**src/stl_pkg.sv**
```systemverilog
// Shared types, codes and character constants for the source text lexer.
// No dependencies; imported by every module of the block.
package stl_pkg;

    // Output field widths, fixed by the token transaction format
    localparam int LINE_W   = 16;
    localparam int COLUMN_W = 16;
    localparam int OFFSET_W = 32;

    // Defaults for the internal position counters
    localparam int LINE_BITS_DEF   = 16;
    localparam int COLUMN_BITS_DEF = 16;
    localparam int OFFSET_BITS_DEF = 32;

    // Event kinds
    localparam logic [1:0] KIND_WORD  = 2'd0;
    localparam logic [1:0] KIND_MARK  = 2'd1;
    localparam logic [1:0] KIND_QUOTE = 2'd2;
    localparam logic [1:0] KIND_CLOSE = 2'd3;

    // Characters with a special role
    localparam logic [7:0] CH_SPACE  = 8'h20;
    localparam logic [7:0] CH_TAB    = 8'h09;
    localparam logic [7:0] CH_NL     = 8'h0A;
    localparam logic [7:0] CH_BSLASH = 8'h5C;
    localparam logic [7:0] CH_DQUOTE = 8'h22;
    localparam logic [7:0] CH_SQUOTE = 8'h27;

    typedef struct packed {
        logic [7:0] text_byte;
        logic       end_of_text;
    } in_item_t;

    typedef struct packed {
        logic [1:0]          event_kind;
        logic [7:0]          char_out;
        logic                token_first;
        logic                token_final;
        logic [LINE_W-1:0]   start_line;
        logic [COLUMN_W-1:0] start_column;
        logic [OFFSET_W-1:0] start_offset;
        logic                run_last;
    } out_item_t;

    // Results of one lexer step: up to two events
    typedef struct packed {
        logic [1:0] count;
        out_item_t  first;
        out_item_t  second;
    } step_t;

    // Newline and punctuation: each ends a word and forms its own token
    function automatic logic is_mark(input logic [7:0] c);
        logic r;
        case (c) inside
            CH_NL, 8'h28, 8'h29, 8'h5B, 8'h5D, 8'h7B, 8'h7D, 8'h3C, 8'h3E,
            8'h7E, 8'h21, 8'h40, 8'h23, 8'h24, 8'h25, 8'h5E, 8'h26, 8'h2A,
            8'h2D, 8'h2B, 8'h3D, 8'h7C, CH_BSLASH, 8'h3A, 8'h3B, 8'h2C,
            8'h2E, 8'h3F, 8'h2F: r = 1'b1;
            default: r = 1'b0;
        endcase
        return r;
    endfunction

endpackage

```
**src/source_text_lexer.sv**
```systemverilog
// Top level of the streaming source text lexer.
// Depends on stl_pkg, stl_core and stl_out_buf.

// Takes one byte of source text per text transaction and returns token event
// transactions. Spaces and tabs end a word; newline and punctuation end a word
// and form one-character tokens; single or double quotes open a quoted token
// that runs to the matching unescaped quote. Each event carries the line,
// column and byte offset of its token's first character, saturating. The
// block sustains one byte per cycle unless the receiver stalls or a byte
// yields two events: a byte sits in the input register while the step logic
// works it out, and its events land in the result register. A byte that both
// closes a word and opens a new token yields two events, which hold the input
// register while the second event drains. A byte's first event passes the input
// register, then the result register. End of text resets all positions so the next byte starts a new text.
module source_text_lexer #(
    parameter int LINE_BITS   = stl_pkg::LINE_BITS_DEF,
    parameter int COLUMN_BITS = stl_pkg::COLUMN_BITS_DEF,
    parameter int OFFSET_BITS = stl_pkg::OFFSET_BITS_DEF
) (
    input  logic               clk,
    input  logic               rst_n,
    input  logic               text_valid,
    output logic               text_ready,
    input  stl_pkg::in_item_t  text_item,
    output logic               token_valid,
    input  logic               token_ready,
    output stl_pkg::out_item_t token_item
);
    import stl_pkg::*;

    // Input register
    logic     in_valid_reg;
    in_item_t in_item_reg;

    step_t    result;
    logic     can_load;
    logic     step;

    // Byte in the input register is worked once the result register has room
    assign step       = in_valid_reg && can_load;
    assign text_ready = !in_valid_reg || step;

    always_ff @(posedge clk or negedge rst_n)
    begin
        if (!rst_n)
            in_valid_reg <= 1'b0;
        else if (text_ready)
            in_valid_reg <= text_valid;
    end

    always_ff @(posedge clk)
    begin
        if (text_ready && text_valid)
            in_item_reg <= text_item;
    end

    stl_core #(
        .LINE_BITS   (LINE_BITS),
        .COLUMN_BITS (COLUMN_BITS),
        .OFFSET_BITS (OFFSET_BITS)
    ) u_core (
        .clk    (clk),
        .rst_n  (rst_n),
        .item   (in_item_reg),
        .step   (step),
        .result (result)
    );

    stl_out_buf u_out (
        .clk         (clk),
        .rst_n       (rst_n),
        .result      (result),
        .load        (step),
        .can_load    (can_load),
        .token_valid (token_valid),
        .token_ready (token_ready),
        .token_item  (token_item)
    );

endmodule

```
**src/stl_core.sv**
```systemverilog
// Lexer step logic and scan state (mode, quote, escape, positions).
// Depends on stl_pkg.
module stl_core #(
    parameter int LINE_BITS   = stl_pkg::LINE_BITS_DEF,
    parameter int COLUMN_BITS = stl_pkg::COLUMN_BITS_DEF,
    parameter int OFFSET_BITS = stl_pkg::OFFSET_BITS_DEF
) (
    input  logic             clk,
    input  logic             rst_n,
    input  stl_pkg::in_item_t item,
    input  logic             step,
    output stl_pkg::step_t   result
);
    import stl_pkg::*;

    typedef enum logic [2:0] {
        MODE_IDLE  = 3'b001,
        MODE_WORD  = 3'b010,
        MODE_QUOTE = 3'b100
    } mode_t;

    localparam int LX = (LINE_BITS > LINE_W) ? LINE_BITS : LINE_W;
    localparam int CX = (COLUMN_BITS > COLUMN_W) ? COLUMN_BITS : COLUMN_W;
    localparam int OX = (OFFSET_BITS > OFFSET_W) ? OFFSET_BITS : OFFSET_W;

    mode_t                  mode_reg, mode_next;
    logic [7:0]             quote_reg, quote_next;
    logic                   esc_reg, esc_next;
    logic [LINE_BITS-1:0]   cur_line_reg, cur_line_next, tok_line_reg, tok_line_next;
    logic [COLUMN_BITS-1:0] cur_col_reg, cur_col_next, tok_col_reg, tok_col_next;
    logic [OFFSET_BITS-1:0] cur_off_reg, cur_off_next, tok_off_reg, tok_off_next;

    logic [LX-1:0] cur_line_x, tok_line_x;
    logic [CX-1:0] cur_col_x, tok_col_x;
    logic [OX-1:0] cur_off_x, tok_off_x;
    logic [LINE_W-1:0]   cur_line_f, tok_line_f;
    logic [COLUMN_W-1:0] cur_col_f, tok_col_f;
    logic [OFFSET_W-1:0] cur_off_f, tok_off_f;

    logic [7:0] c;
    logic       blank, quote, mark, done, fin;
    logic       cont_valid, new_valid;
    out_item_t  cont_ev, new_ev;

    // Saturate positions into the output field widths
    assign cur_line_x = LX'(cur_line_reg);
    assign tok_line_x = LX'(tok_line_reg);
    assign cur_col_x  = CX'(cur_col_reg);
    assign tok_col_x  = CX'(tok_col_reg);
    assign cur_off_x  = OX'(cur_off_reg);
    assign tok_off_x  = OX'(tok_off_reg);

    assign cur_line_f = (cur_line_x > LX'({LINE_W{1'b1}})) ? '1 : cur_line_x[LINE_W-1:0];
    assign tok_line_f = (tok_line_x > LX'({LINE_W{1'b1}})) ? '1 : tok_line_x[LINE_W-1:0];
    assign cur_col_f  = (cur_col_x > CX'({COLUMN_W{1'b1}})) ? '1 : cur_col_x[COLUMN_W-1:0];
    assign tok_col_f  = (tok_col_x > CX'({COLUMN_W{1'b1}})) ? '1 : tok_col_x[COLUMN_W-1:0];
    assign cur_off_f  = (cur_off_x > OX'({OFFSET_W{1'b1}})) ? '1 : cur_off_x[OFFSET_W-1:0];
    assign tok_off_f  = (tok_off_x > OX'({OFFSET_W{1'b1}})) ? '1 : tok_off_x[OFFSET_W-1:0];

    assign c     = item.text_byte;
    assign blank = (c == CH_SPACE) || (c == CH_TAB);
    assign quote = (c == CH_DQUOTE) || (c == CH_SQUOTE);
    assign mark  = is_mark(c);

    always_comb
    begin
        mode_next     = mode_reg;
        quote_next    = quote_reg;
        esc_next      = esc_reg;
        tok_line_next = tok_line_reg;
        tok_col_next  = tok_col_reg;
        tok_off_next  = tok_off_reg;
        done          = 1'b0;
        fin           = 1'b0;
        cont_valid    = 1'b0;
        new_valid     = 1'b0;

        // Event of the token already open: positions of its first character
        cont_ev              = '0;
        cont_ev.start_line   = tok_line_f;
        cont_ev.start_column = tok_col_f;
        cont_ev.start_offset = tok_off_f;

        new_ev              = '0;
        new_ev.char_out     = c;
        new_ev.token_first  = 1'b1;
        new_ev.start_line   = cur_line_f;
        new_ev.start_column = cur_col_f;
        new_ev.start_offset = cur_off_f;

        unique case (mode_reg)
            MODE_WORD:
            begin
                cont_valid = 1'b1;
                if (blank || mark || quote)
                begin
                    cont_ev.event_kind  = KIND_CLOSE;
                    cont_ev.token_final = 1'b1;
                    mode_next           = MODE_IDLE;
                    done                = blank;
                end
                else
                begin
                    cont_ev.event_kind = KIND_WORD;
                    cont_ev.char_out   = c;
                    done               = 1'b1;
                end
            end
            MODE_QUOTE:
            begin
                cont_valid = 1'b1;
                done       = 1'b1;
                if (esc_reg)
                    esc_next = 1'b0;
                else if (c == CH_BSLASH)
                    esc_next = 1'b1;
                else if (c == quote_reg)
                begin
                    fin        = 1'b1;
                    mode_next  = MODE_IDLE;
                    quote_next = '0;
                end
                cont_ev.event_kind  = KIND_QUOTE;
                cont_ev.char_out    = c;
                cont_ev.token_final = fin;
            end
            default: ;
        endcase

        if (!done && !blank)
        begin
            new_valid     = 1'b1;
            tok_line_next = cur_line_reg;
            tok_col_next  = cur_col_reg;
            tok_off_next  = cur_off_reg;
            if (mark)
            begin
                new_ev.event_kind  = KIND_MARK;
                new_ev.token_final = 1'b1;
            end
            else if (quote)
            begin
                new_ev.event_kind = KIND_QUOTE;
                mode_next         = MODE_QUOTE;
                quote_next        = c;
                esc_next          = 1'b0;
            end
            else
            begin
                new_ev.event_kind = KIND_WORD;
                mode_next         = MODE_WORD;
            end
        end

        cur_off_next = (cur_off_reg == '1) ? cur_off_reg : cur_off_reg + OFFSET_BITS'(1);
        if (c == CH_NL)
        begin
            cur_line_next = (cur_line_reg == '1) ? cur_line_reg : cur_line_reg + LINE_BITS'(1);
            cur_col_next  = '0;
        end
        else
        begin
            cur_line_next = cur_line_reg;
            cur_col_next  = (cur_col_reg == '1) ? cur_col_reg : cur_col_reg + COLUMN_BITS'(1);
        end

        if (cont_valid)
        begin
            result.first  = cont_ev;
            result.second = new_ev;
            result.count  = new_valid ? 2'd2 : 2'd1;
        end
        else
        begin
            result.first  = new_ev;
            result.second = '0;
            result.count  = new_valid ? 2'd1 : 2'd0;
        end

        // End of text: close any open token on its last event, then restart
        if (item.end_of_text)
        begin
            if (mode_next != MODE_IDLE)
            begin
                if (result.count == 2'd2)
                    result.second.token_final = 1'b1;
                else
                    result.first.token_final = 1'b1;
            end
            mode_next     = MODE_IDLE;
            quote_next    = '0;
            esc_next      = 1'b0;
            cur_line_next = '0;
            cur_col_next  = '0;
            cur_off_next  = '0;
            tok_line_next = '0;
            tok_col_next  = '0;
            tok_off_next  = '0;
        end

        if (result.count == 2'd2)
            result.second.run_last = 1'b1;
        else
            result.first.run_last = 1'b1;
    end

    always_ff @(posedge clk or negedge rst_n)
    begin
        if (!rst_n)
        begin
            mode_reg     <= MODE_IDLE;
            quote_reg    <= '0;
            esc_reg      <= 1'b0;
            cur_line_reg <= '0;
            cur_col_reg  <= '0;
            cur_off_reg  <= '0;
            tok_line_reg <= '0;
            tok_col_reg  <= '0;
            tok_off_reg  <= '0;
        end
        else if (step)
        begin
            mode_reg     <= mode_next;
            quote_reg    <= quote_next;
            esc_reg      <= esc_next;
            cur_line_reg <= cur_line_next;
            cur_col_reg  <= cur_col_next;
            cur_off_reg  <= cur_off_next;
            tok_line_reg <= tok_line_next;
            tok_col_reg  <= tok_col_next;
            tok_off_reg  <= tok_off_next;
        end
    end

endmodule

```
**src/stl_out_buf.sv**
```systemverilog
// Result register: holds up to two events of one step and presents them in order.
// Depends on stl_pkg.
module stl_out_buf (
    input  logic              clk,
    input  logic              rst_n,
    input  stl_pkg::step_t    result,
    input  logic              load,
    output logic              can_load,
    output logic              token_valid,
    input  logic              token_ready,
    output stl_pkg::out_item_t token_item
);
    import stl_pkg::*;

    logic      valid_reg, valid_next;
    logic      pend_reg, pend_next;
    out_item_t res0_reg, res0_next;
    out_item_t res1_reg, res1_next;
    logic      fire;

    assign fire        = valid_reg && token_ready;
    // Space for a fresh step once the slot drains with nothing queued behind it
    assign can_load    = !valid_reg || (fire && !pend_reg);
    assign token_valid = valid_reg;
    assign token_item  = res0_reg;

    always_comb
    begin
        valid_next = valid_reg;
        pend_next  = pend_reg;
        res0_next  = res0_reg;
        res1_next  = res1_reg;
        if (fire)
        begin
            if (pend_reg)
            begin
                res0_next = res1_reg;
                pend_next = 1'b0;
            end
            else
                valid_next = 1'b0;
        end
        if (load && (result.count != 2'd0))
        begin
            valid_next = 1'b1;
            pend_next  = (result.count == 2'd2);
            res0_next  = result.first;
            res1_next  = result.second;
        end
    end

    always_ff @(posedge clk or negedge rst_n)
    begin
        if (!rst_n)
        begin
            valid_reg <= 1'b0;
            pend_reg  <= 1'b0;
        end
        else
        begin
            valid_reg <= valid_next;
            pend_reg  <= pend_next;
        end
    end

    always_ff @(posedge clk)
    begin
        res0_reg <= res0_next;
        res1_reg <= res1_next;
    end

endmodule

```
**config.mk**
```make
export PLATFORM = sky130hd
export DESIGN_NAME = source_text_lexer
export DESIGN_NICKNAME = d
export VERILOG_FILES = /design/src/stl_pkg.sv /design/src/source_text_lexer.sv /design/src/stl_core.sv /design/src/stl_out_buf.sv
export SDC_FILE = /design/constraint.sdc
export NUM_CORES = 1
export LEC_CHECK = 0
export BUFFER_PORTS_ARGS = -buffer_cell sky130_fd_sc_hd__buf_2
export CORE_MARGIN = 2
export CORE_UTILIZATION = 45
export CTS_CLUSTER_DIAMETER = 200
export CTS_CLUSTER_SIZE = 8
export DETAILED_ROUTE_END_ITERATION = 10
export PLACE_DENSITY_LB_ADDON = 0.12
export SLEW_MARGIN = 30
export SYNTH_ARGS = -nofsm -noshare
export SYNTH_HDL_FRONTEND = slang
export SYNTH_HIERARCHICAL = 1
export SYNTH_SLANG_ARGS = --single-unit
```
**constraint.sdc**
```tcl
create_clock -name clk -period 8.7 [get_ports clk]
set_input_delay 1.74 -clock clk [delete_from_list [all_inputs] [get_ports clk]]
set_output_delay 1.74 -clock clk [all_outputs]
set_load 0.01 [all_outputs]
```
==> impl_metrics.json <==
{
  "syn-num-nets": 1310,
  "fill_cells": 3008,
  "worstSetupStartpointType": "flip-flop",
  "initial_utilization": 0.455,
  "fmax_ghz": 0.192,
  "status": "finished clean",
  "drtPass1Iterations": 5,
  "critPathCaptureType": "flip-flop",
  "hold_path.class": "reg -> reg",
  "async_flop_share": 0.467,
  "drtIter0Drc": 602,
  "p_total_uw": 5510,
  "grt_pass1_vias": 9956,
  "finalCritPeriodShare": 0.599,
  "use_met2": 0.312,
  "max-cap-violations": 0,
  "synth_ff_type": "edfxtp_1",
  "hpwl_um": 19100,
  "synthCells": 1292,
  "synth_edf_count": 163,
  "grt_max_degree": 102,
  "grt_busiest_layer": "met2",
  "slew_violations": 0,
  "cp_top_family": "buffers and inverters",
  "worstMarginPinSlew_ps": 891,
  "clockRootBuffer": "clkbuf_16",
  "remaining_drc_errors": 0,
  "coreArea_sq_um": 33400,
  "cts_tree": "done",
  "antennaDiodeCount": 0,
  "cts_setup_buffers": 0,
  "slowest_delay_ps": 670,
  "path_common_cell": "buf_4",
  "vias_per_cell": 5.46,
  "pin_count": 92,
  "vias": 9989,
  "clkSinkCount": 306,
  "worstPathRequired_ps": 8960,
  "yosys_warnings": 6,
  "syn_area_sq_um": 15200,
  "gr-usage-met3": 0.0277,
  "syn_to_final_growth_pct": 11.9,
  "fin_ws_ps": 3490,
  "layout-drive-gt1-share": 0.230,
  "cp_max_fo": 43,
  "ant_nets": 0,
  "cts_buffers": 44,
  "place_congestion": 0.796,
  "hold_violations": 0,
  "use_met1": 0.273,
  "antenna_found_initial": 0,
  "rsz0062_at_grt": "false",
  "vdd_drop_max_mv": 0.192,
  "grt_pass1_wl_um": 55000,
  "rows": 67,
  "wl_per_cell_um": 18.3,
  "die_w_um": 188,
  "portBuffers": 91,
  "worst_path_max_delay_cell": "buf_4",
  "ys_seq_elements": 306,
  "die-area_sq_um": 35200,
  "cts_htree_levels": 2,
  "skew_ps": 21.7,
  "period_minus_slack_ps": 5210,
  "routed_wl_um": 33500,
  "cts.repair.resized": 0,
  "synth_area_per_cell_sq_um": 11.7,
  "grt.overflow.total": 0,
  "worstSetupPathType": "reg -> reg",
  "hold_buffers": 0,
  "place_ws_ps": 3480,
  "grtUsageTotal": 0.192,
  "path_clk_slew_ps": 50,
  "final_common_cell": "nand2_1",
  "fin_setup_tns_ps": 0,
  "cp_cell_sequence": "and3b_1, o211a_1, or3_1, o31ai_4, buf_4, inv_1, ha_1, o21ai_4, buf_4, buf_4, mux2_2",
  "setup_violations": 0,
  "power.density_nw_per_um2": 324,
  "worstSkewPairLatency_ps": 530,
  "cts_buffer_depth": 3,
  "ys_seq_area_frac": 0.558,
  "yosysUniqueCellTypes": 74,
  "fp.dieH_um": 188,
  "r2r_slack_ps": 3490,
  "cp.arrival_ps": 5480,
  "cp_num_buf_inv": 4,
  "nets": 1363,
  "final_cell_mix": "219 x nand2_1, 163 x edfxtp_1, 142 x dfrtp_1",
  "leakagePower_uw": 0.00678,
  "relSlewSlack": 0.403
}
==> layer usage <==
layer / up-vias / wire length [um] / part of all wire
met5: - / 0 / 0
met4: 0 / 543 / 0.016
met3: 45 / 1230 / 0.037
met2: 186 / 15600 / 0.47
met1: 4944 / 16100 / 0.48
li1: 4814 / - / -
==> worst min-delay path, delay by kind of cell (launching register included) <==
kind               cells  cell delay, ps
AOI/OAI and AO/OA      1              60
DFF                    1             340
and+or+nand+nor        1              50
==> where the power goes <==
group	switching, uW	total, uW	internal (uW)
Clock	608	1570	964
Sequential	179	2310	2130
Combinational	1090	1630	538
==> worst paths after layout <==
kind,startpoint,end,cells past startpoint
min in group asynchronous,rst_n,u_core/tok_col_reg[6],1
hold / removal,u_core/esc_reg,u_core/esc_reg,2
hold reg to reg,u_core/esc_reg,u_core/esc_reg,2
setup / recovery,in_item_reg[4],u_out/token_item[74],11
setup reg to reg,in_item_reg[4],u_out/token_item[74],11
max in group asynchronous,rst_n,u_out/pend_reg,2
==> per-stage QoR <==
| stage | instance area [sq um] | cells | hold WS, ps | util |
|---|---|---|---|---|
| finish | 17000 | 1828 | 488 | 0.509 |
| global placement | 15700 | 1747 | 470 | 0.470 |
| floorplan | 15200 | 1292 | 450 | - |
| detailed placement | 15700 | 1747 | 480 | 0.471 |
| CTS | 17000 | 1828 | 493 | 0.509 |
| global route | 17000 | 1828 | 540 | 0.509 |
==> logic make-up (layout without fill, tap and decap cells) <==
kind of cell | count (synthesis) | after routing | synth area share
AND/OR/NAND/NOR | 503 | 503 | 0.166
flip-flops | 306 | 306 | 0.558
AO/OA/AOI/OAI | 238 | 238 | 0.138
buffers and inverters | 116 | 204 | 0.0468
multiplexers | 80 | 80 | 0.0610
XOR/XNOR | 44 | 44 | 0.0254
adder cells (fa/ha/maj) | 5 | 5 | 0.00412
==> synthesized netlist by cell type (all sizes together) (7+ instances only) <==
master	count	share of area
or3	10	0.0041
nor4	11	0.0059
nor2b	9	0.0037
nand3	28	0.0092
xnor2	17	0.0098
nand4	18	0.0074
edfxtp	163	0.32
mux2	79	0.060
and3	12	0.0049
o21ai	37	0.013
dfrtp	142	0.23
nor2	57	0.014
o2bb2ai	68	0.039
o31ai	11	0.0063
nand2	220	0.054
buf	31	0.020
a22oi	68	0.053
and2	84	0.035
xor2	27	0.016
nor3	15	0.0049
and4	7	0.0040
clkbuf	68	0.022
inv	17	0.0042
a21oi	20	0.0066
==> final cells by class <==
cell class | instances | area [sq um] | area share
clock inverter | 3 | 26.3 | 0.00155
inverter | 17 | 65.1 | 0.00383
tap | 448 | 561 | 0.0330
clock buffer | 78 | 1250 | 0.0736
multi-input combinational | 870 | 6030 | 0.355
timing repair buffer | 106 | 586 | 0.0345
sequential | 306 | 8470 | 0.499
Note: power is estimated with default switching activity, not from simulation.
